### config.mk
export PLATFORM = sky130hd
export DESIGN_NAME = directional_nearest_rect_select_unit
export DESIGN_NICKNAME = d
export VERILOG_FILES = /design/src/sv/dnrs_pkg.sv /design/src/sv/directional_nearest_rect_select_unit.sv /design/src/sv/dnrs_front.sv /design/src/sv/dnrs_queue.sv /design/src/sv/dnrs_back.sv
export SDC_FILE = /design/constraint.sdc
export NUM_CORES = 1
export LEC_CHECK = 0
export ABC_AREA = 0
export BUFFER_PORTS_ARGS = -buffer_cell sky130_fd_sc_hd__buf_2
export CORE_MARGIN = 1.5
export CORE_UTILIZATION = 40
export CTS_CLUSTER_SIZE = 28
export DETAILED_ROUTE_END_ITERATION = 8
export SKIP_CTS_REPAIR_TIMING = 1
export SKIP_LAST_GASP = 1
export SLEW_MARGIN = 20
export SYNTH_ARGS = -nofsm -noshare
export SYNTH_HDL_FRONTEND = slang
export SYNTH_SLANG_ARGS = --single-unit
### constraint.sdc
create_clock -name clk -period 11.2 [get_ports clk]
set_input_delay 1.68 -clock clk [delete_from_list [all_inputs] [get_ports clk]]
set_output_delay 1.68 -clock clk [all_outputs]
set_load 0.01 [all_outputs]
### src/sv/dnrs_pkg.sv
// Shared types and constants for the directional nearest rectangle selector.
// Used by every module of the block; depends on nothing.

package dnrs_pkg;

    localparam int ID_BITS     = 8;
    localparam int COORD_BITS  = 13;
    localparam int SIZE_BITS   = 12;
    localparam int SCORE_BITS  = 17;

    // Doubled centre (2*x + w) and its difference against the source.
    localparam int CTR2_BITS   = COORD_BITS + 2;
    localparam int DELTA_BITS  = CTR2_BITS + 1;
    localparam int MAG_BITS    = DELTA_BITS - 1;
    localparam int EDGE_BITS   = COORD_BITS + 1;

    localparam logic [SCORE_BITS-1:0] SCORE_MAX = {SCORE_BITS{1'b1}};

    typedef logic [ID_BITS-1:0]    id_t;
    typedef logic [SCORE_BITS-1:0] score_t;

    typedef enum logic [1:0] {
        DIR_UP    = 2'd0,
        DIR_DOWN  = 2'd1,
        DIR_LEFT  = 2'd2,
        DIR_RIGHT = 2'd3
    } dir_t;

    typedef enum logic {
        FUNC_START     = 1'b0,
        FUNC_CANDIDATE = 1'b1
    } func_t;

    // One classified item on its way from the front to the back.
    typedef struct packed {
        logic   is_start;
        logic   hit;
        logic   last;
        id_t    id;
        score_t score;
    } q_item_t;

endpackage

### src/sv/directional_nearest_rect_select_unit.sv
// Top level of the directional nearest rectangle selector.
// Depends on dnrs_pkg, dnrs_front, dnrs_queue and dnrs_back.
//
//   Channel   Handshake                   Payload
//   item      item_valid / item_stall     func, rect_x, rect_y, rect_width,
//                                         rect_height, item_id, direction, is_last
//   result    result_valid / result_stall found, best_id, best_score
//
// One item is taken per cycle while the queue is not full; it is scored in the cycle it is
// accepted and reaches the running-best compare through a two-entry queue.
// A result is valid once its last item has left the queue and been written to the output register.
// Reset clears the source to a zero rectangle facing up and empties the running best.
// A stalled result holds the output register; items keep flowing until the queue fills.

module directional_nearest_rect_select_unit
(
    input  logic                                   clk,
    input  logic                                   rst_n,
    input  logic                                   item_valid,
    output logic                                   item_stall,
    input  logic                                   func,
    input  logic signed [dnrs_pkg::COORD_BITS-1:0] rect_x,
    input  logic signed [dnrs_pkg::COORD_BITS-1:0] rect_y,
    input  logic [dnrs_pkg::SIZE_BITS-1:0]         rect_width,
    input  logic [dnrs_pkg::SIZE_BITS-1:0]         rect_height,
    input  dnrs_pkg::id_t                          item_id,
    input  logic [1:0]                             direction,
    input  logic                                   is_last,
    output logic                                   result_valid,
    input  logic                                   result_stall,
    output logic                                   found,
    output dnrs_pkg::id_t                          best_id,
    output dnrs_pkg::score_t                       best_score
);

    logic              accept, pop, q_empty, q_full;
    dnrs_pkg::q_item_t classified, head;

    assign item_stall = q_full;
    assign accept     = item_valid && !q_full;

    dnrs_front u_front
    (
        .clk         (clk),
        .rst_n       (rst_n),
        .accept      (accept),
        .func        (func),
        .rect_x      (rect_x),
        .rect_y      (rect_y),
        .rect_width  (rect_width),
        .rect_height (rect_height),
        .item_id     (item_id),
        .direction   (direction),
        .is_last     (is_last),
        .classified  (classified)
    );

    dnrs_queue u_queue
    (
        .clk       (clk),
        .rst_n     (rst_n),
        .push      (accept),
        .push_item (classified),
        .pop       (pop),
        .head      (head),
        .empty     (q_empty),
        .full      (q_full)
    );

    dnrs_back u_back
    (
        .clk          (clk),
        .rst_n        (rst_n),
        .head         (head),
        .empty        (q_empty),
        .pop          (pop),
        .result_valid (result_valid),
        .result_stall (result_stall),
        .found        (found),
        .best_id      (best_id),
        .best_score   (best_score)
    );

endmodule

### src/sv/dnrs_front.sv
// Front end: holds the source rectangle and scores each candidate against it.
// Depends on dnrs_pkg for field widths, the direction codes and the item struct.

module dnrs_front
(
    input  logic                                clk,
    input  logic                                rst_n,
    input  logic                                accept,
    input  logic                                func,
    input  logic signed [dnrs_pkg::COORD_BITS-1:0] rect_x,
    input  logic signed [dnrs_pkg::COORD_BITS-1:0] rect_y,
    input  logic [dnrs_pkg::SIZE_BITS-1:0]      rect_width,
    input  logic [dnrs_pkg::SIZE_BITS-1:0]      rect_height,
    input  dnrs_pkg::id_t                       item_id,
    input  logic [1:0]                          direction,
    input  logic                                is_last,
    output dnrs_pkg::q_item_t                   classified
);

    localparam int CB = dnrs_pkg::CTR2_BITS;
    localparam int DB = dnrs_pkg::DELTA_BITS;
    localparam int MB = dnrs_pkg::MAG_BITS;
    localparam int EB = dnrs_pkg::EDGE_BITS;
    localparam int SB = dnrs_pkg::SCORE_BITS;

    logic signed [CB-1:0] src_cx2_reg, src_cx2_next;
    logic signed [CB-1:0] src_cy2_reg, src_cy2_next;
    logic signed [EB-1:0] src_left_reg, src_left_next;
    logic signed [EB-1:0] src_top_reg, src_top_next;
    logic signed [EB-1:0] src_right_reg, src_right_next;
    logic signed [EB-1:0] src_bottom_reg, src_bottom_next;
    logic                 src_w_nz_reg, src_w_nz_next;
    logic                 src_h_nz_reg, src_h_nz_next;
    dnrs_pkg::id_t        src_id_reg, src_id_next;
    dnrs_pkg::dir_t       dir_reg, dir_next;

    logic signed [CB-1:0] cx2, cy2;
    logic signed [EB-1:0] left, top, right, bottom;
    logic signed [DB-1:0] dx2, dy2;
    logic [MB-1:0]        mag_x, mag_y, main_d, cross_d;
    logic                 beyond, overlap, vertical;
    logic [SB:0]          sum;
    dnrs_pkg::score_t     score;

    always_comb
    begin
        cx2 = $signed({rect_x[dnrs_pkg::COORD_BITS-1], rect_x, 1'b0})
            + $signed({3'b000, rect_width});
        cy2 = $signed({rect_y[dnrs_pkg::COORD_BITS-1], rect_y, 1'b0})
            + $signed({3'b000, rect_height});
        left   = $signed({rect_x[dnrs_pkg::COORD_BITS-1], rect_x});
        top    = $signed({rect_y[dnrs_pkg::COORD_BITS-1], rect_y});
        right  = left + $signed({2'b00, rect_width});
        bottom = top + $signed({2'b00, rect_height});

        dx2 = $signed({cx2[CB-1], cx2}) - $signed({src_cx2_reg[CB-1], src_cx2_reg});
        dy2 = $signed({cy2[CB-1], cy2}) - $signed({src_cy2_reg[CB-1], src_cy2_reg});
        mag_x = dx2[DB-1] ? MB'(-dx2) : dx2[MB-1:0];
        mag_y = dy2[DB-1] ? MB'(-dy2) : dy2[MB-1:0];

        vertical = (dir_reg == dnrs_pkg::DIR_UP) || (dir_reg == dnrs_pkg::DIR_DOWN);

        unique case (dir_reg)
            dnrs_pkg::DIR_UP:    beyond = dy2[DB-1];
            dnrs_pkg::DIR_DOWN:  beyond = !dy2[DB-1] && (dy2 != '0);
            dnrs_pkg::DIR_LEFT:  beyond = dx2[DB-1];
            dnrs_pkg::DIR_RIGHT: beyond = !dx2[DB-1] && (dx2 != '0);
            default:             beyond = 1'b0;
        endcase

        // Overlap on the cross axis needs both extents non-empty.
        if (vertical)
        begin
            main_d  = mag_y;
            cross_d = mag_x;
            overlap = (src_right_reg > left) && (right > src_left_reg)
                   && src_w_nz_reg && (rect_width != '0);
        end
        else
        begin
            main_d  = mag_x;
            cross_d = mag_y;
            overlap = (src_bottom_reg > top) && (bottom > src_top_reg)
                   && src_h_nz_reg && (rect_height != '0);
        end

        sum = {(SB + 1 - MB)'(0), main_d} + {(SB - MB)'(0), cross_d, 1'b0}
            + {(SB + 1 - MB)'(0), cross_d};
        score = sum[SB] ? dnrs_pkg::SCORE_MAX : sum[SB-1:0];

        classified.is_start = (func == dnrs_pkg::FUNC_START);
        classified.hit      = (func == dnrs_pkg::FUNC_CANDIDATE)
                           && (item_id != src_id_reg) && beyond && overlap;
        classified.last     = is_last;
        classified.id       = item_id;
        classified.score    = score;
    end

    always_comb
    begin
        src_cx2_next    = src_cx2_reg;
        src_cy2_next    = src_cy2_reg;
        src_left_next   = src_left_reg;
        src_top_next    = src_top_reg;
        src_right_next  = src_right_reg;
        src_bottom_next = src_bottom_reg;
        src_w_nz_next   = src_w_nz_reg;
        src_h_nz_next   = src_h_nz_reg;
        src_id_next     = src_id_reg;
        dir_next        = dir_reg;
        if (accept && (func == dnrs_pkg::FUNC_START))
        begin
            src_cx2_next    = cx2;
            src_cy2_next    = cy2;
            src_left_next   = left;
            src_top_next    = top;
            src_right_next  = right;
            src_bottom_next = bottom;
            src_w_nz_next   = (rect_width != '0);
            src_h_nz_next   = (rect_height != '0);
            src_id_next     = item_id;
            dir_next        = dnrs_pkg::dir_t'(direction);
        end
    end

    always_ff @(posedge clk or negedge rst_n)
    begin
        if (!rst_n)
        begin
            src_cx2_reg    <= '0;
            src_cy2_reg    <= '0;
            src_left_reg   <= '0;
            src_top_reg    <= '0;
            src_right_reg  <= '0;
            src_bottom_reg <= '0;
            src_w_nz_reg   <= 1'b0;
            src_h_nz_reg   <= 1'b0;
            src_id_reg     <= '0;
            dir_reg        <= dnrs_pkg::DIR_UP;
        end
        else
        begin
            src_cx2_reg    <= src_cx2_next;
            src_cy2_reg    <= src_cy2_next;
            src_left_reg   <= src_left_next;
            src_top_reg    <= src_top_next;
            src_right_reg  <= src_right_next;
            src_bottom_reg <= src_bottom_next;
            src_w_nz_reg   <= src_w_nz_next;
            src_h_nz_reg   <= src_h_nz_next;
            src_id_reg     <= src_id_next;
            dir_reg        <= dir_next;
        end
    end

endmodule

### src/sv/dnrs_queue.sv
// Two-entry queue of classified items between the front and the back end.
// Depends on dnrs_pkg for the item struct.

module dnrs_queue
(
    input  logic              clk,
    input  logic              rst_n,
    input  logic              push,
    input  dnrs_pkg::q_item_t push_item,
    input  logic              pop,
    output dnrs_pkg::q_item_t head,
    output logic              empty,
    output logic              full
);

    dnrs_pkg::q_item_t entry_reg [2];
    logic              wr_ptr_reg, wr_ptr_next;
    logic              rd_ptr_reg, rd_ptr_next;
    logic [1:0]        count_reg, count_next;

    always_comb
    begin
        empty       = (count_reg == 2'd0);
        full        = (count_reg == 2'd2);
        head        = entry_reg[rd_ptr_reg];
        wr_ptr_next = push ? !wr_ptr_reg : wr_ptr_reg;
        rd_ptr_next = pop ? !rd_ptr_reg : rd_ptr_reg;
        count_next  = count_reg + {1'b0, push} - {1'b0, pop};
    end

    always_ff @(posedge clk)
    begin
        if (push)
        begin
            entry_reg[wr_ptr_reg] <= push_item;
        end
    end

    always_ff @(posedge clk or negedge rst_n)
    begin
        if (!rst_n)
        begin
            wr_ptr_reg <= 1'b0;
            rd_ptr_reg <= 1'b0;
            count_reg  <= 2'd0;
        end
        else
        begin
            wr_ptr_reg <= wr_ptr_next;
            rd_ptr_reg <= rd_ptr_next;
            count_reg  <= count_next;
        end
    end

endmodule

### src/sv/dnrs_back.sv
// Back end: keeps the running best candidate and issues the result on the last item.
// Depends on dnrs_pkg for the item struct and the score limit.

module dnrs_back
(
    input  logic              clk,
    input  logic              rst_n,
    input  dnrs_pkg::q_item_t head,
    input  logic              empty,
    output logic              pop,
    output logic              result_valid,
    input  logic              result_stall,
    output logic              found,
    output dnrs_pkg::id_t     best_id,
    output dnrs_pkg::score_t  best_score
);

    logic             any_reg, any_next;
    dnrs_pkg::id_t    best_id_reg, best_id_next;
    dnrs_pkg::score_t best_score_reg, best_score_next;
    logic             out_valid_reg, out_valid_next;
    logic             out_found_reg, out_found_next;
    dnrs_pkg::id_t    out_id_reg, out_id_next;
    dnrs_pkg::score_t out_score_reg, out_score_next;

    logic             base_any, upd_any, take, slot_free;
    dnrs_pkg::id_t    base_id, upd_id;
    dnrs_pkg::score_t base_score, upd_score;

    always_comb
    begin
        slot_free = !out_valid_reg || !result_stall;
        // A last item needs the output slot; anything else drains freely.
        pop = !empty && (!head.last || slot_free);

        // A start item clears the running best before anything else.
        base_any   = head.is_start ? 1'b0 : any_reg;
        base_id    = head.is_start ? '0 : best_id_reg;
        base_score = head.is_start ? dnrs_pkg::SCORE_MAX : best_score_reg;

        take      = head.hit && (head.score < base_score);
        upd_any   = take ? 1'b1 : base_any;
        upd_id    = take ? head.id : base_id;
        upd_score = take ? head.score : base_score;

        any_next        = any_reg;
        best_id_next    = best_id_reg;
        best_score_next = best_score_reg;
        out_found_next  = out_found_reg;
        out_id_next     = out_id_reg;
        out_score_next  = out_score_reg;
        out_valid_next  = out_valid_reg && result_stall;

        if (pop)
        begin
            if (head.last)
            begin
                out_valid_next  = 1'b1;
                out_found_next  = upd_any;
                out_id_next     = upd_any ? upd_id : '0;
                out_score_next  = upd_any ? upd_score : '0;
                any_next        = 1'b0;
                best_id_next    = '0;
                best_score_next = dnrs_pkg::SCORE_MAX;
            end
            else
            begin
                any_next        = upd_any;
                best_id_next    = upd_id;
                best_score_next = upd_score;
            end
        end

        result_valid = out_valid_reg;
        found        = out_found_reg;
        best_id      = out_id_reg;
        best_score   = out_score_reg;
    end

    always_ff @(posedge clk or negedge rst_n)
    begin
        if (!rst_n)
        begin
            any_reg        <= 1'b0;
            best_id_reg    <= '0;
            best_score_reg <= dnrs_pkg::SCORE_MAX;
            out_valid_reg  <= 1'b0;
        end
        else
        begin
            any_reg        <= any_next;
            best_id_reg    <= best_id_next;
            best_score_reg <= best_score_next;
            out_valid_reg  <= out_valid_next;
        end
    end

    always_ff @(posedge clk)
    begin
        out_found_reg <= out_found_next;
        out_id_reg    <= out_id_next;
        out_score_reg <= out_score_next;
    end

endmodule

==> implementation parameters, run 1 <==
Parameter                              Value

Critical path
  Cell occurring most often along the worst timing path ... sky130_fd_sc_hd__a21oi_1
  Buffers plus inverters on the worst setup path ... 2
  Family with the most delay on the worst path ... compound AO/OA/AOI/OAI gates
  CP Max Fanout ... 15
  Endpoint arrival time on the critical path ... slightly below 10000 ps
  Stage delay of the slowest cell on the critical path ... 610 ps
  Kind of start point of the critical path ... input port
  Type of destination of the critical path ... flip-flop
  Slowest CP cell ... sky130_fd_sc_hd__a2111oi_0
  Required time worst endpoint ... 11460 ps
  Critical path start-end classification ... in -> reg

Timing
  Final number of max-transition violations ... 0
  Setup repair after global routing missed its margin ... false
  Time the worst path needs with I/O delays and setup ... 9349 ps
  Slew HR ... a little under a third
  Slew @ Worst Pin ... ~1000 ps
  Count of endpoints failing hold in the final timing report ... 0
  Final-layout setup total negative slack ... 0 ps
  Final setup skew ... approximately 17 ps
  Total setup violations reported at the end of the flow ... 0
  Post-route clock period utilization ... roughly 83%
  Maximum operating frequency ... 107.0 MHz

Route
  Vias after detailed routing ... 12440
  Average routed wire per standard cell ... about 16 µm
  Post-detailed-route count of antenna-violating nets ... 0
  Via-per-instance ratio ... between 5 and 6
  Sum of routed wire length over all layers ... roughly 36 mm
  Number of iterations in the first detailed-routing pass ... 4
  DRC violation count after routing ... 0
  Initial DRC count ... 580

CTS
  Clock buffer count from CTS ... 25
  TritonCTS sink count ... 209
  Max clock buf depth ... 3
  Clock Latency Late Sink ... 540 ps
  Clock slew seen by the registers of the worst setup and hold paths ... roughly 60 ps
  Root buffer cell ... sky130_fd_sc_hd__clkbuf_16
  CTS tree ... yes
  Number of H-tree levels ... 1

Yosys
  Proportion of register bits with asynchronous set or reset after synthesis ... about three fifths
  Mapped Nets ... roughly 2000
  Post-synthesis cell area ... around 16000 µm²
  Sequential share of the synthesized area ... ~36%
  Most area-hungry cell type in the Yosys netlist ... sky130_fd_sc_hd__dfrtp_1
  Ys Warns ... 0
  Share of Yosys cell area claimed by the top area cell type ... between 10% and 20%
  Largest cells by area after synthesis ... sky130_fd_sc_hd__dfrtp_1 (18%), sky130_fd_sc_hd__edfxtp_1 (16%), sky130_fd_sc_hd__ha_1 (14%)
  Number of enable-type register cells in the synthesized netlist ... 82
  Leading register cell type out of synthesis ... sky130_fd_sc_hd__dfrtp_1
  Flop and latch count out of synthesis ... between 200 and 250
  Post-Syn Area per Cell ... roughly 9 µm²
  Gate count after technology mapping ... roughly 1700
  Number of distinct library cells after synthesis ... 72

Job
  MaxCap Viol Count ... 0

Floorplan
  Number of rows created at floorplan ... 72
  Area of the die ... approximately 40000 µm²
  Horizontal extent of the die ... slightly above 200 µm
  Initial core utilization ... between 40% and 50%
  Number of top-level pins ... 94
  Vert. Die Dim ... ~200 µm
  Core region area ... between 30000 and 40000 µm²

Global route
  Overall routing resource usage ... 18.02%
  Global route total overflow ... 0
  Met1 demand-to-capacity share in global routing ... between 20% and 30%
  Global-route wire length before repair ... just over 60 mm
  Number of global-route vias before repair ... between 10000 and 15000
  Met2 usage in global routing ... a little under a third
  GRT met3 Usage ... 2.284%
  Most used routing layer in global routing ... met2
  Antenna violations before repair ... 0
  Pin count of the biggest net entering global routing ... between 90 and 100

Finish
  Antenna cell count ... 0
  Flip-flop count of the largest register, all copies and words added ... 56
  Area occupied by multi-input gates ... between 9000 and 10000 µm²
  Share of layout cells above drive strength 1 ... approximately 12%
  Fillcell total ... between 3000 and 4000
  Final nets ... 2035
  Area growth from synthesis to layout ... 11.44%
  Highest-count cells in the layout ignoring fill and taps ... sky130_fd_sc_hd__nand2_1 (190), sky130_fd_sc_hd__ha_1 (181), sky130_fd_sc_hd__inv_1 (148)
  Register area ... 5662 µm²
  Most common cell after layout, fill and taps aside ... sky130_fd_sc_hd__nand2_1

Hold path
  Worst hold path class ... reg -> reg

Run status
  Result of the run ... finished clean

Placement
  Half-perimeter wire length of the detailed placement result ... between 20 and 30 mm
  Count of buffers from port buffering ... 93
  Routability Congestion ... ~0.85
==> metal layers <==
| layer | share of wire (%) | wire, µm |
|---|---|---|
| met2 | 46 | 16760 |
| met5 | 0 | 0 |
| met3 | 3.5 | 1288 |
| met4 | 2.1 | 754 |
| met1 | 48 | 17530 |
==> cell usage after synthesis, drive strengths merged, types with 4 or more instances <==
library cell and number:
nand2b 20, or4 5, o21ai 123, nand3 35
o31a 4, nand2 190, xor2 41, a21boi 5
nor2b 25, a211oi 13, xnor2 74, clkbuf 41
fa 8, o221ai 4, or2 7, inv 148
ha 181, a21o 36, a31oi 5, or3 15
and2 11, nand4 32, buf 12, dfstp 17
edfxtp 82, dfrtp 110, o22ai 4, nor4 14
o21bai 14, o211ai 10, o41ai 9, mux2i 37
o31ai 11, and3 8, o21a 30, a2bb2oi 16
o2111ai 10, nor2 102, a21oi 85, nor3 22
o2bb2ai 8, mux2 35
==> path summary, 6_finish.rpt <==
check                                          from                   endpoint  slack [ps]  cells past startpoint
hold / removal             u_front.src_right_reg[7]   u_front.src_right_reg[7]         480                      2
hold reg to reg            u_front.src_right_reg[7]   u_front.src_right_reg[7]         480                      2
min in group asynchronous                     rst_n  u_front.src_bottom_reg[0]        1170                      1
setup / recovery                      rect_width[1]    u_queue.entry_reg[0][2]        1850                     34
max in group asynchronous                     rst_n         u_queue.rd_ptr_reg        8760                      2
setup reg to reg             u_front.src_cy2_reg[5]    u_queue.entry_reg[0][2]        4380                     24
==> area by class of cell <==
cell class	count	area share, %
clock buffer	40	3.954
clock inverter	6	0.4433
inverter	148	3.175
multi-input combinational	1291	53.09
sequential	209	32.35
tap	518	3.704
timing repair buffer	105	3.282
==> per-stage QoR <==
stage / std cells / hold slack (ps) / setup slack [ps] / area (µm²) / utilization, %
3_5_place_dp: 2270 / 467.3 / 1378 / 16710 / 43.24
5_1_grt: 2317 / 499.0 / 1108 / 17500 / 45.28
4_1_cts: 2316 / 482.3 / 1955 / 17480 / 45.23
3_3_place_gp: 2270 / 461.7 / 1514 / 16710 / 43.24
6_report: 2317 / 479.0 / 1851 / 17500 / 45.28
2_1_floorplan: 1701 / 445.9 / 2549 / 15700 / -
==> cells by family (layout without fill, tap and decap cells) <==
kind of cell	count (synthesis)	after routing	synth area share, %
multiplexers	72	72	4.869
AO/OA/AOI/OAI	421	421	17.55
buffers and inverters	201	299	4.884
flip-flops	209	209	36.06
XOR/XNOR	115	115	6.414
adder cells (fa/ha/maj)	189	189	15.44
AND/OR/NAND/NOR	494	494	14.79
==> tightest hold or removal path, stage by stage, from the launching register on <==
cell,delay (ps)
sky130_fd_sc_hd__dfrtp_1,340
sky130_fd_sc_hd__nand2_1,50
sky130_fd_sc_hd__nand2_1,60
Power of run 1 is left out: the tool's default activity adds up to more than one toggle a clock period on the data nets, which glitch-free logic cannot reach.
==> run 2, diff against run 1 <==
--- a/config.mk
+++ b/config.mk
@@ -5,7 +5,7 @@
 export SDC_FILE = /design/constraint.sdc
 export NUM_CORES = 1
 export LEC_CHECK = 0
-export ABC_AREA = 0
+export ABC_AREA = 1
 export BUFFER_PORTS_ARGS = -buffer_cell sky130_fd_sc_hd__buf_2
 export CORE_MARGIN = 1.5
 export CORE_UTILIZATION = 40
==> constraint.sdc (replaced) <==
create_clock -name clk -period 8.8 [get_ports clk]
set_input_delay 1.32 -clock clk [delete_from_list [all_inputs] [get_ports clk]]
set_output_delay 1.32 -clock clk [all_outputs]
set_load 0.01 [all_outputs]
==> run 2 against run 1 <==
Count of clock-buffer cells in the layout down 7. Wire length rose by 9.0%. Critical path depth grew 10. Via count grew 13%. Highest routed layer is now met5. Sequential cell count unchanged. Design area grew 5.4%. Cell count grew 24%. Non-clock buffer count is 4 lower. Largest cell class unchanged. Global-route usage increased by 1.2 points.
==> implementation parameters, run 2 <==
Parameter                              Value

Run status
  Result of the run ... finished clean

CTS
  Max clock buf depth ... 3
  CTS tree ... yes
  Number of H-tree levels ... 1
  Root buffer cell ... sky130_fd_sc_hd__clkbuf_16
  Clock buffer count from CTS ... 26
  TritonCTS sink count ... around 210
  Clock slew seen by the registers of the worst setup and hold paths ... 60 ps
  Clock Latency Late Sink ... about 550 ps

Yosys
  Number of distinct library cells after synthesis ... between 50 and 60
  Largest cells by area after synthesis ... sky130_fd_sc_hd__dfrtp_1 (17%), sky130_fd_sc_hd__edfxtp_1 (15%), sky130_fd_sc_hd__ha_1 (14%)
  Gate count after technology mapping ... ~2200
  Proportion of register bits with asynchronous set or reset after synthesis ... 60.77%
  Post-synthesis cell area ... ~17000 µm²
  Cell with the most instances after synthesis ... sky130_fd_sc_hd__nand2_1
  Post-Syn Area per Cell ... 7.438 µm²
  Share of Yosys cell area claimed by the top area cell type ... ~17%
  Leading register cell type out of synthesis ... sky130_fd_sc_hd__dfrtp_1
  Sequential share of the synthesized area ... about a third
  Flop and latch count out of synthesis ... ~210
  Ys Warns ... 0
  Most area-hungry cell type in the Yosys netlist ... sky130_fd_sc_hd__dfrtp_1
  Number of enable-type register cells in the synthesized netlist ... between 80 and 90
  Ranking of synthesized cells by instance count ... sky130_fd_sc_hd__nand2_1 (571), sky130_fd_sc_hd__inv_1 (355), sky130_fd_sc_hd__o21ai_0 (196), sky130_fd_sc_hd__ha_1 (181), sky130_fd_sc_hd__nor2_1 (150)
  Mapped Nets ... 2486

Route
  Initial DRC count ... 630
  Sum of routed wire length over all layers ... about 40 mm
  Number of iterations in the first detailed-routing pass ... 6
  DRC violation count after routing ... 0
  Average routed wire per standard cell ... between 10 and 15 µm
  Post-detailed-route count of antenna-violating nets ... 0
  Via-per-instance ratio ... roughly 4.9
  Vias after detailed routing ... approximately 14000

Critical path
  CP endpoint ... u_queue.entry_reg[1][16]
  Worst reg-to-reg path cell count ... 30
  Cell occurring most often along the worst timing path ... sky130_fd_sc_hd__nand2_1
  Required time worst endpoint ... approximately 9100 ps
  Critical path start-end classification ... in -> reg
  Cell depth of the worst setup path ... 44
  Kind of start point of the critical path ... input port
  CP Max Fanout ... 11
  R2R Path End ... u_queue.entry_reg[1][16]
  Worst setup slack for register-to-register paths ... 3120 ps
  Crit path from ... rect_y[4]
  Endpoint arrival time on the critical path ... approximately 7900 ps
  Type of destination of the critical path ... flip-flop
  Family with the most delay on the worst path ... compound AO/OA/AOI/OAI gates
  Slowest CP cell ... sky130_fd_sc_hd__o311ai_0
  Buffers plus inverters on the worst setup path ... 4
  Stage delay of the slowest cell on the critical path ... 400 ps
  Critical register-to-register path startpoint ... u_front.src_cy2_reg[0]

Finish
  Fillcell total ... approximately 4200
  Share of layout cells above drive strength 1 ... 9.940%
  Flip-flop count of the largest register, all copies and words added ... 56
  Area growth from synthesis to layout ... 11.19%
  Register area ... between 5000 and 6000 µm²
  Area occupied by multi-input gates ... between 9000 and 10000 µm²
  Final nets ... about 2600
  Most common cell after layout, fill and taps aside ... sky130_fd_sc_hd__nand2_1
  Highest-count cells in the layout ignoring fill and taps ... sky130_fd_sc_hd__nand2_1 (571), sky130_fd_sc_hd__inv_1 (354), sky130_fd_sc_hd__o21ai_0 (196)

Global route
  Global-route wire length before repair ... between 60 and 70 mm
  Global route total overflow ... 0
  Antenna violations before repair ... 4
  Number of global-route vias before repair ... around 14000
  Overall routing resource usage ... 19.24%
  Pin count of the biggest net entering global routing ... 85

Placement
  Routability Congestion ... around 0.9
  Half-perimeter wire length of the detailed placement result ... 30.73 mm
  Count of buffers from port buffering ... 93

Floorplan
  Number of rows created at floorplan ... 74
  Vert. Die Dim ... 206.7 µm
  Area of the die ... around 43000 µm²
  Initial core utilization ... roughly two fifths
  Number of top-level pins ... between 90 and 100
  Horizontal extent of the die ... 206.7 µm
  Core region area ... around 40000 µm²

Timing
  Final-layout setup total negative slack ... 0 ps
  Count of endpoints failing hold in the final timing report ... 0
  Total setup violations reported at the end of the flow ... 0
  Setup repair after global routing missed its margin ... false
  Final setup skew ... a little under 10 ps
  Time the worst path needs with I/O delays and setup ... approximately 7600 ps
  Slew HR ... approximately 33%
  Maximum operating frequency ... between 100 and 150 MHz
  Final number of max-transition violations ... 0
  Slew @ Worst Pin ... roughly 1000 ps
  Post-route clock period utilization ... 86.82%

Job
  MaxCap Viol Count ... 0

Hold path
  Worst hold path class ... reg -> reg
## run 2: changes by cell type after synthesis, moves of 33 or more
cell | previous run | this run
sky130_fd_sc_hd__inv_1 | 148 | 355
sky130_fd_sc_hd__mux2i_1 | 37 | 2
sky130_fd_sc_hd__o21ai_0 | 121 | 196
sky130_fd_sc_hd__a21o_1 | 36 | 3
sky130_fd_sc_hd__a21oi_1 | 85 | 124
sky130_fd_sc_hd__nand3_1 | 35 | 102
sky130_fd_sc_hd__mux2_2 | 35 | 0
sky130_fd_sc_hd__nand2_1 | 190 | 571
sky130_fd_sc_hd__xnor2_1 | 74 | 24
sky130_fd_sc_hd__xor2_1 | 41 | 78
sky130_fd_sc_hd__nor2_1 | 102 | 150
## run 2: layout make-up
cell class,count,share of cell area [%]
Clock buffer,33,3.831
Antenna cell,1,0.01356
Timing Repair Buffer,101,2.882
Sequential cell,209,30.68
Multi-Input combinational cell,1612,50.80
Tap cell,532,3.608
Clock inverter,15,0.7527
Inverter,364,7.432
## run 2: per-layer routing
| layer | vias to the layer above | global-route usage, % | wire length, µm |
|---|---|---|---|
| met5 | - | 0 | 32 |
| met2 | 221 | 33.76 | 18400 |
| met1 | 6395 | 24.63 | 18640 |
| li1 | 7410 | - | - |
| met4 | 6 | 5.331 | 1022 |
| met3 | 69 | 2.669 | 1485 |
## run 2: worst min path at each step
stage | startpoint | slack, ps | end | depth (start not counted)
2_1_floorplan | u_front.src_bottom_reg[1] | 450 | u_front.src_bottom_reg[1] | 2
3_3_place_gp | u_front.src_h_nz_reg | 470 | u_front.src_h_nz_reg | 2
3_5_place_dp | u_front.src_bottom_reg[12] | 470 | u_front.src_bottom_reg[12] | 2
4_1_cts | u_front.src_h_nz_reg | 490 | u_front.src_h_nz_reg | 2
5_1_grt | u_front.src_right_reg[13] | 510 | u_front.src_right_reg[13] | 2
6_report | u_front.src_h_nz_reg | 480 | u_front.src_h_nz_reg | 2
## run 2: worst reg2reg max path: cells and delay by family, from the launching register on
family	cells	cell delay (ps)
buffers and inverters	1	160
xor gates and xnor gates	2	330
adders and majority gates	4	1420
DFF	1	380
AOI/OAI and AO/OA	8	1520
and+or+nand+nor	15	1610
## run 2: per-stage QoR
step                      util [%]  std cells  setup slack, ps  hold WS [ps]  cell area [µm²]
after detailed placement     43.01       2818            629.3         470.1            17600
after CTS                    45.08       2866             1212         485.6            18450
after global routing         45.09       2867            311.6         509.4            18450
after global placement       43.01       2818            765.3         467.7            17600
after floorplan                  -       2231             1523         445.9            16590
final                        45.09       2867             1159         479.3            18450
## run 2: logic make-up (layout without fill, tap and decap cells)
| logic type | after synthesis | in the layout | synth area share, % |
|---|---|---|---|
| other | 0 | 1 | 0 |
| buffers and inverters | 410 | 513 | 9.477 |
| AND/OR/NAND/NOR | 946 | 946 | 24.28 |
| XOR/XNOR | 102 | 102 | 5.383 |
| multiplexers | 2 | 2 | 0.1206 |
| AO/OA/AOI/OAI | 373 | 373 | 12.01 |
| adder cells (fa/ha/maj) | 189 | 189 | 14.61 |
| flip-flops | 209 | 209 | 34.12 |
Power of run 2 is left out for the same reason.
==> run 3, diff against run 2 <==
--- a/config.mk
+++ b/config.mk
@@ -16,4 +16,5 @@
 export SLEW_MARGIN = 20
 export SYNTH_ARGS = -nofsm -noshare
 export SYNTH_HDL_FRONTEND = slang
+export SYNTH_HIERARCHICAL = 1
 export SYNTH_SLANG_ARGS = --single-unit
==> run 3 against run 2 <==
Design area rose by 0.77%. Clock skew rose by 13 ps. Die area rose by 1.1%. Utilization rose by 0.14 points. Sequential share of layout area fell by 0.23 points. Critical path depth fell by 6. Sequential cell count did not move. Global-route usage fell by 0.72 points. Count of clock-buffer cells in the layout fell by 5. Area after synthesis rose by 1.1%.
==> implementation parameters, run 3 <==
Parameter                              Value

Global route
  Number of global-route vias before repair ... ~14000
  Pin count of the biggest net entering global routing ... 90
  Met2 usage in global routing ... between 30% and 40%
  Met1 demand-to-capacity share in global routing ... between 20% and 30%
  Overall routing resource usage ... 18.52%
  Global-route wire length before repair ... 66.34 mm
  Most used routing layer in global routing ... met2
  Global route total overflow ... 0
  GRT met3 Usage ... 2.133%
  Antenna violations before repair ... 0

Job
  MaxCap Viol Count ... 0

Yosys
  Share of Yosys cell area claimed by the top area cell type ... around 16%
  Number of enable-type register cells in the synthesized netlist ... 82
  Mapped Nets ... approximately 2500
  Share of synthesized cell area in full adder, half adder and majority cells ... roughly 15%
  Cell with the most instances after synthesis ... sky130_fd_sc_hd__nand2_1
  Number of distinct library cells after synthesis ... 57
  Proportion of register bits with asynchronous set or reset after synthesis ... between 60 and 70%
  Largest cells by area after synthesis ... sky130_fd_sc_hd__dfrtp_1 (16%), sky130_fd_sc_hd__edfxtp_1 (15%), sky130_fd_sc_hd__nand2_1 (14%)
  Ys Warns ... 6
  Post-synthesis cell area ... approximately 17000 µm²
  Most area-hungry cell type in the Yosys netlist ... sky130_fd_sc_hd__dfrtp_1
  Share of the synthesized netlist area taken by xor and xnor gates ... under 10%
  Sequential share of the synthesized area ... between 30% and 40%
  Leading register cell type out of synthesis ... sky130_fd_sc_hd__dfrtp_1
  Area fraction in compound gates after synthesis ... 9.675%
  Post-synthesis mux area share ... less than 1%
  Post-Syn Area per Cell ... between 7 and 8 µm²
  Flop and latch count out of synthesis ... around 210
  Gate count after technology mapping ... 2226
  Ranking of synthesized cells by instance count ... sky130_fd_sc_hd__nand2_1 (631), sky130_fd_sc_hd__inv_1 (359), sky130_fd_sc_hd__ha_1 (168), sky130_fd_sc_hd__o21ai_0 (142), sky130_fd_sc_hd__nor2_1 (120)
  Simple-gate portion of the synthesized area ... a little over a quarter
  Dominant combinational cell family by area after synthesis ... simple AND/OR/NAND/NOR gates

Route
  Vias after detailed routing ... ~14000
  Via-per-instance ratio ... approximately 4.9
  Number of iterations in the first detailed-routing pass ... 5
  DRC violation count after routing ... 0
  Sum of routed wire length over all layers ... a little under 40 mm
  Initial DRC count ... 690
  Post-detailed-route count of antenna-violating nets ... 0
  Average routed wire per standard cell ... approximately 14 µm

Critical path
  Family with the most delay on the worst path ... compound AO/OA/AOI/OAI gates
  Buffers plus inverters on the worst setup path ... 5
  Critical path start-end classification ... in -> reg
  Stage delay of the slowest cell on the critical path ... ~480 ps
  Required time worst endpoint ... 9080 ps
  Cell occurring most often along the worst timing path ... sky130_fd_sc_hd__nand2_1
  Kind of start point of the critical path ... input port
  Slowest CP cell ... sky130_fd_sc_hd__fa_1
  Type of destination of the critical path ... flip-flop
  Endpoint arrival time on the critical path ... 7300 ps
  CP Max Fanout ... 10

Timing
  Slew @ Worst Pin ... slightly below 1000 ps
  Total setup violations reported at the end of the flow ... 0
  Final number of max-transition violations ... 0
  Final setup skew ... roughly 23 ps
  Post-route clock period utilization ... 79.68%
  Worst hold margin ... just under 500 ps
  Maximum operating frequency ... between 100 and 150 MHz
  Final-layout setup total negative slack ... 0 ps
  Slew HR ... about a third
  Time the worst path needs with I/O delays and setup ... 7012 ps
  Count of endpoints failing hold in the final timing report ... 0
  Setup repair after global routing missed its margin ... false

Run status
  Result of the run ... finished clean

Finish
  Most common cell after layout, fill and taps aside ... sky130_fd_sc_hd__nand2_1
  Area occupied by multi-input gates ... 9371 µm²
  Share of layout cells above drive strength 1 ... between 10 and 15%
  Fillcell total ... roughly 4200
  Flip-flop count of the largest register, all copies and words added ... 56
  Antenna cell count ... 0
  Area growth from synthesis to layout ... 10.85%
  Highest-count cells in the layout ignoring fill and taps ... sky130_fd_sc_hd__nand2_1 (630), sky130_fd_sc_hd__inv_1 (357), sky130_fd_sc_hd__ha_1 (168)
  Register area ... roughly 5700 µm²
  Final nets ... about 2600

Floorplan
  Core region area ... 41110 µm²
  Number of top-level pins ... 94
  Vert. Die Dim ... about 210 µm
  Area of the die ... approximately 43000 µm²
  Number of rows created at floorplan ... 74
  Horizontal extent of the die ... between 200 and 250 µm
  Initial core utilization ... 40.80%

CTS
  Clock buffer count from CTS ... 27
  Number of H-tree levels ... 1
  Clock slew seen by the registers of the worst setup and hold paths ... 60 ps
  CTS tree ... yes
  Max clock buf depth ... 3
  Clock Latency Late Sink ... between 500 and 600 ps
  TritonCTS sink count ... 209
  Root buffer cell ... sky130_fd_sc_hd__clkbuf_16

Hold path
  Worst hold path class ... reg -> reg

Placement
  Count of buffers from port buffering ... 93
  Routability Congestion ... about 0.85
  Half-perimeter wire length of the detailed placement result ... 30.22 mm
run 3: changes by cell type after synthesis, moves of 13 or more:
cell / previous run / this run
sky130_fd_sc_hd__fa_1: 8 / 21
sky130_fd_sc_hd__o21ai_0: 196 / 142
sky130_fd_sc_hd__o21ai_1: 0 / 15
sky130_fd_sc_hd__xor2_1: 78 / 63
sky130_fd_sc_hd__nor2_1: 150 / 120
sky130_fd_sc_hd__and2_1: 2 / 22
sky130_fd_sc_hd__clkbuf_1: 39 / 25
sky130_fd_sc_hd__nand2_1: 571 / 631
sky130_fd_sc_hd__ha_1: 181 / 168
run 3: cell families after synthesis:
logic type,Yosys count
adders and majority gates,189
buffers and inverters,426
xor gates and xnor gates,89
AOI/OAI and AO/OA,306
and+or+nand+nor,1006
muxes,1
DFF,209
run 3: worst paths after layout:
kind / cells after the start / slack [ps] / to / startpoint
setup / recovery: 38 / 1790 / u_queue/entry_reg[1][13] / rect_x[0]
max in group asynchronous: 2 / 6680 / u_front/src_cy2_reg[4] / rst_n
min in group asynchronous: 1 / 720 / u_front/src_cx2_reg[14] / rst_n
hold / removal: 2 / 480 / u_front/src_cy2_reg[7] / u_front/src_cy2_reg[7]
hold reg to reg: 2 / 480 / u_front/src_cy2_reg[7] / u_front/src_cy2_reg[7]
setup reg to reg: 23 / 3910 / u_queue/entry_reg[1][13] / u_front/src_cx2_reg[0]
run 3: routing by layer:
metal	share of wire, %	up-vias
met4	2.0	0
met2	48	220
met3	3.3	47
met5	0	-
li1	-	7259
met1	47	6438
run 3: area by class of cell:
class / count / area share, %
clock buffer: 28 / 3.654
clock inverter: 22 / 1.561
inverter: 369 / 7.490
multi-input combinational: 1591 / 50.40
sequential: 209 / 30.45
tap: 532 / 3.580
timing repair buffer: 101 / 2.860
run 3: worst min-delay path, stage by stage (launching register included):
cell and delay [ps]:
sky130_fd_sc_hd__dfrtp_1 340, sky130_fd_sc_hd__nand2_1 50, sky130_fd_sc_hd__o21ai_0 60
run 3: through the flow:
stage,std cells,instance area [µm²],setup WS (ps),utilization [%]
2_1_floorplan,2226,16770,2162,-
5_1_grt,2852,18590,1199,45.23
3_5_place_dp,2802,17620,1173,42.87
6_report,2852,18590,1788,45.23
4_1_cts,2852,18590,1739,45.23
3_3_place_gp,2802,17620,1288,42.87
Power of run 3 is left out for the same reason.
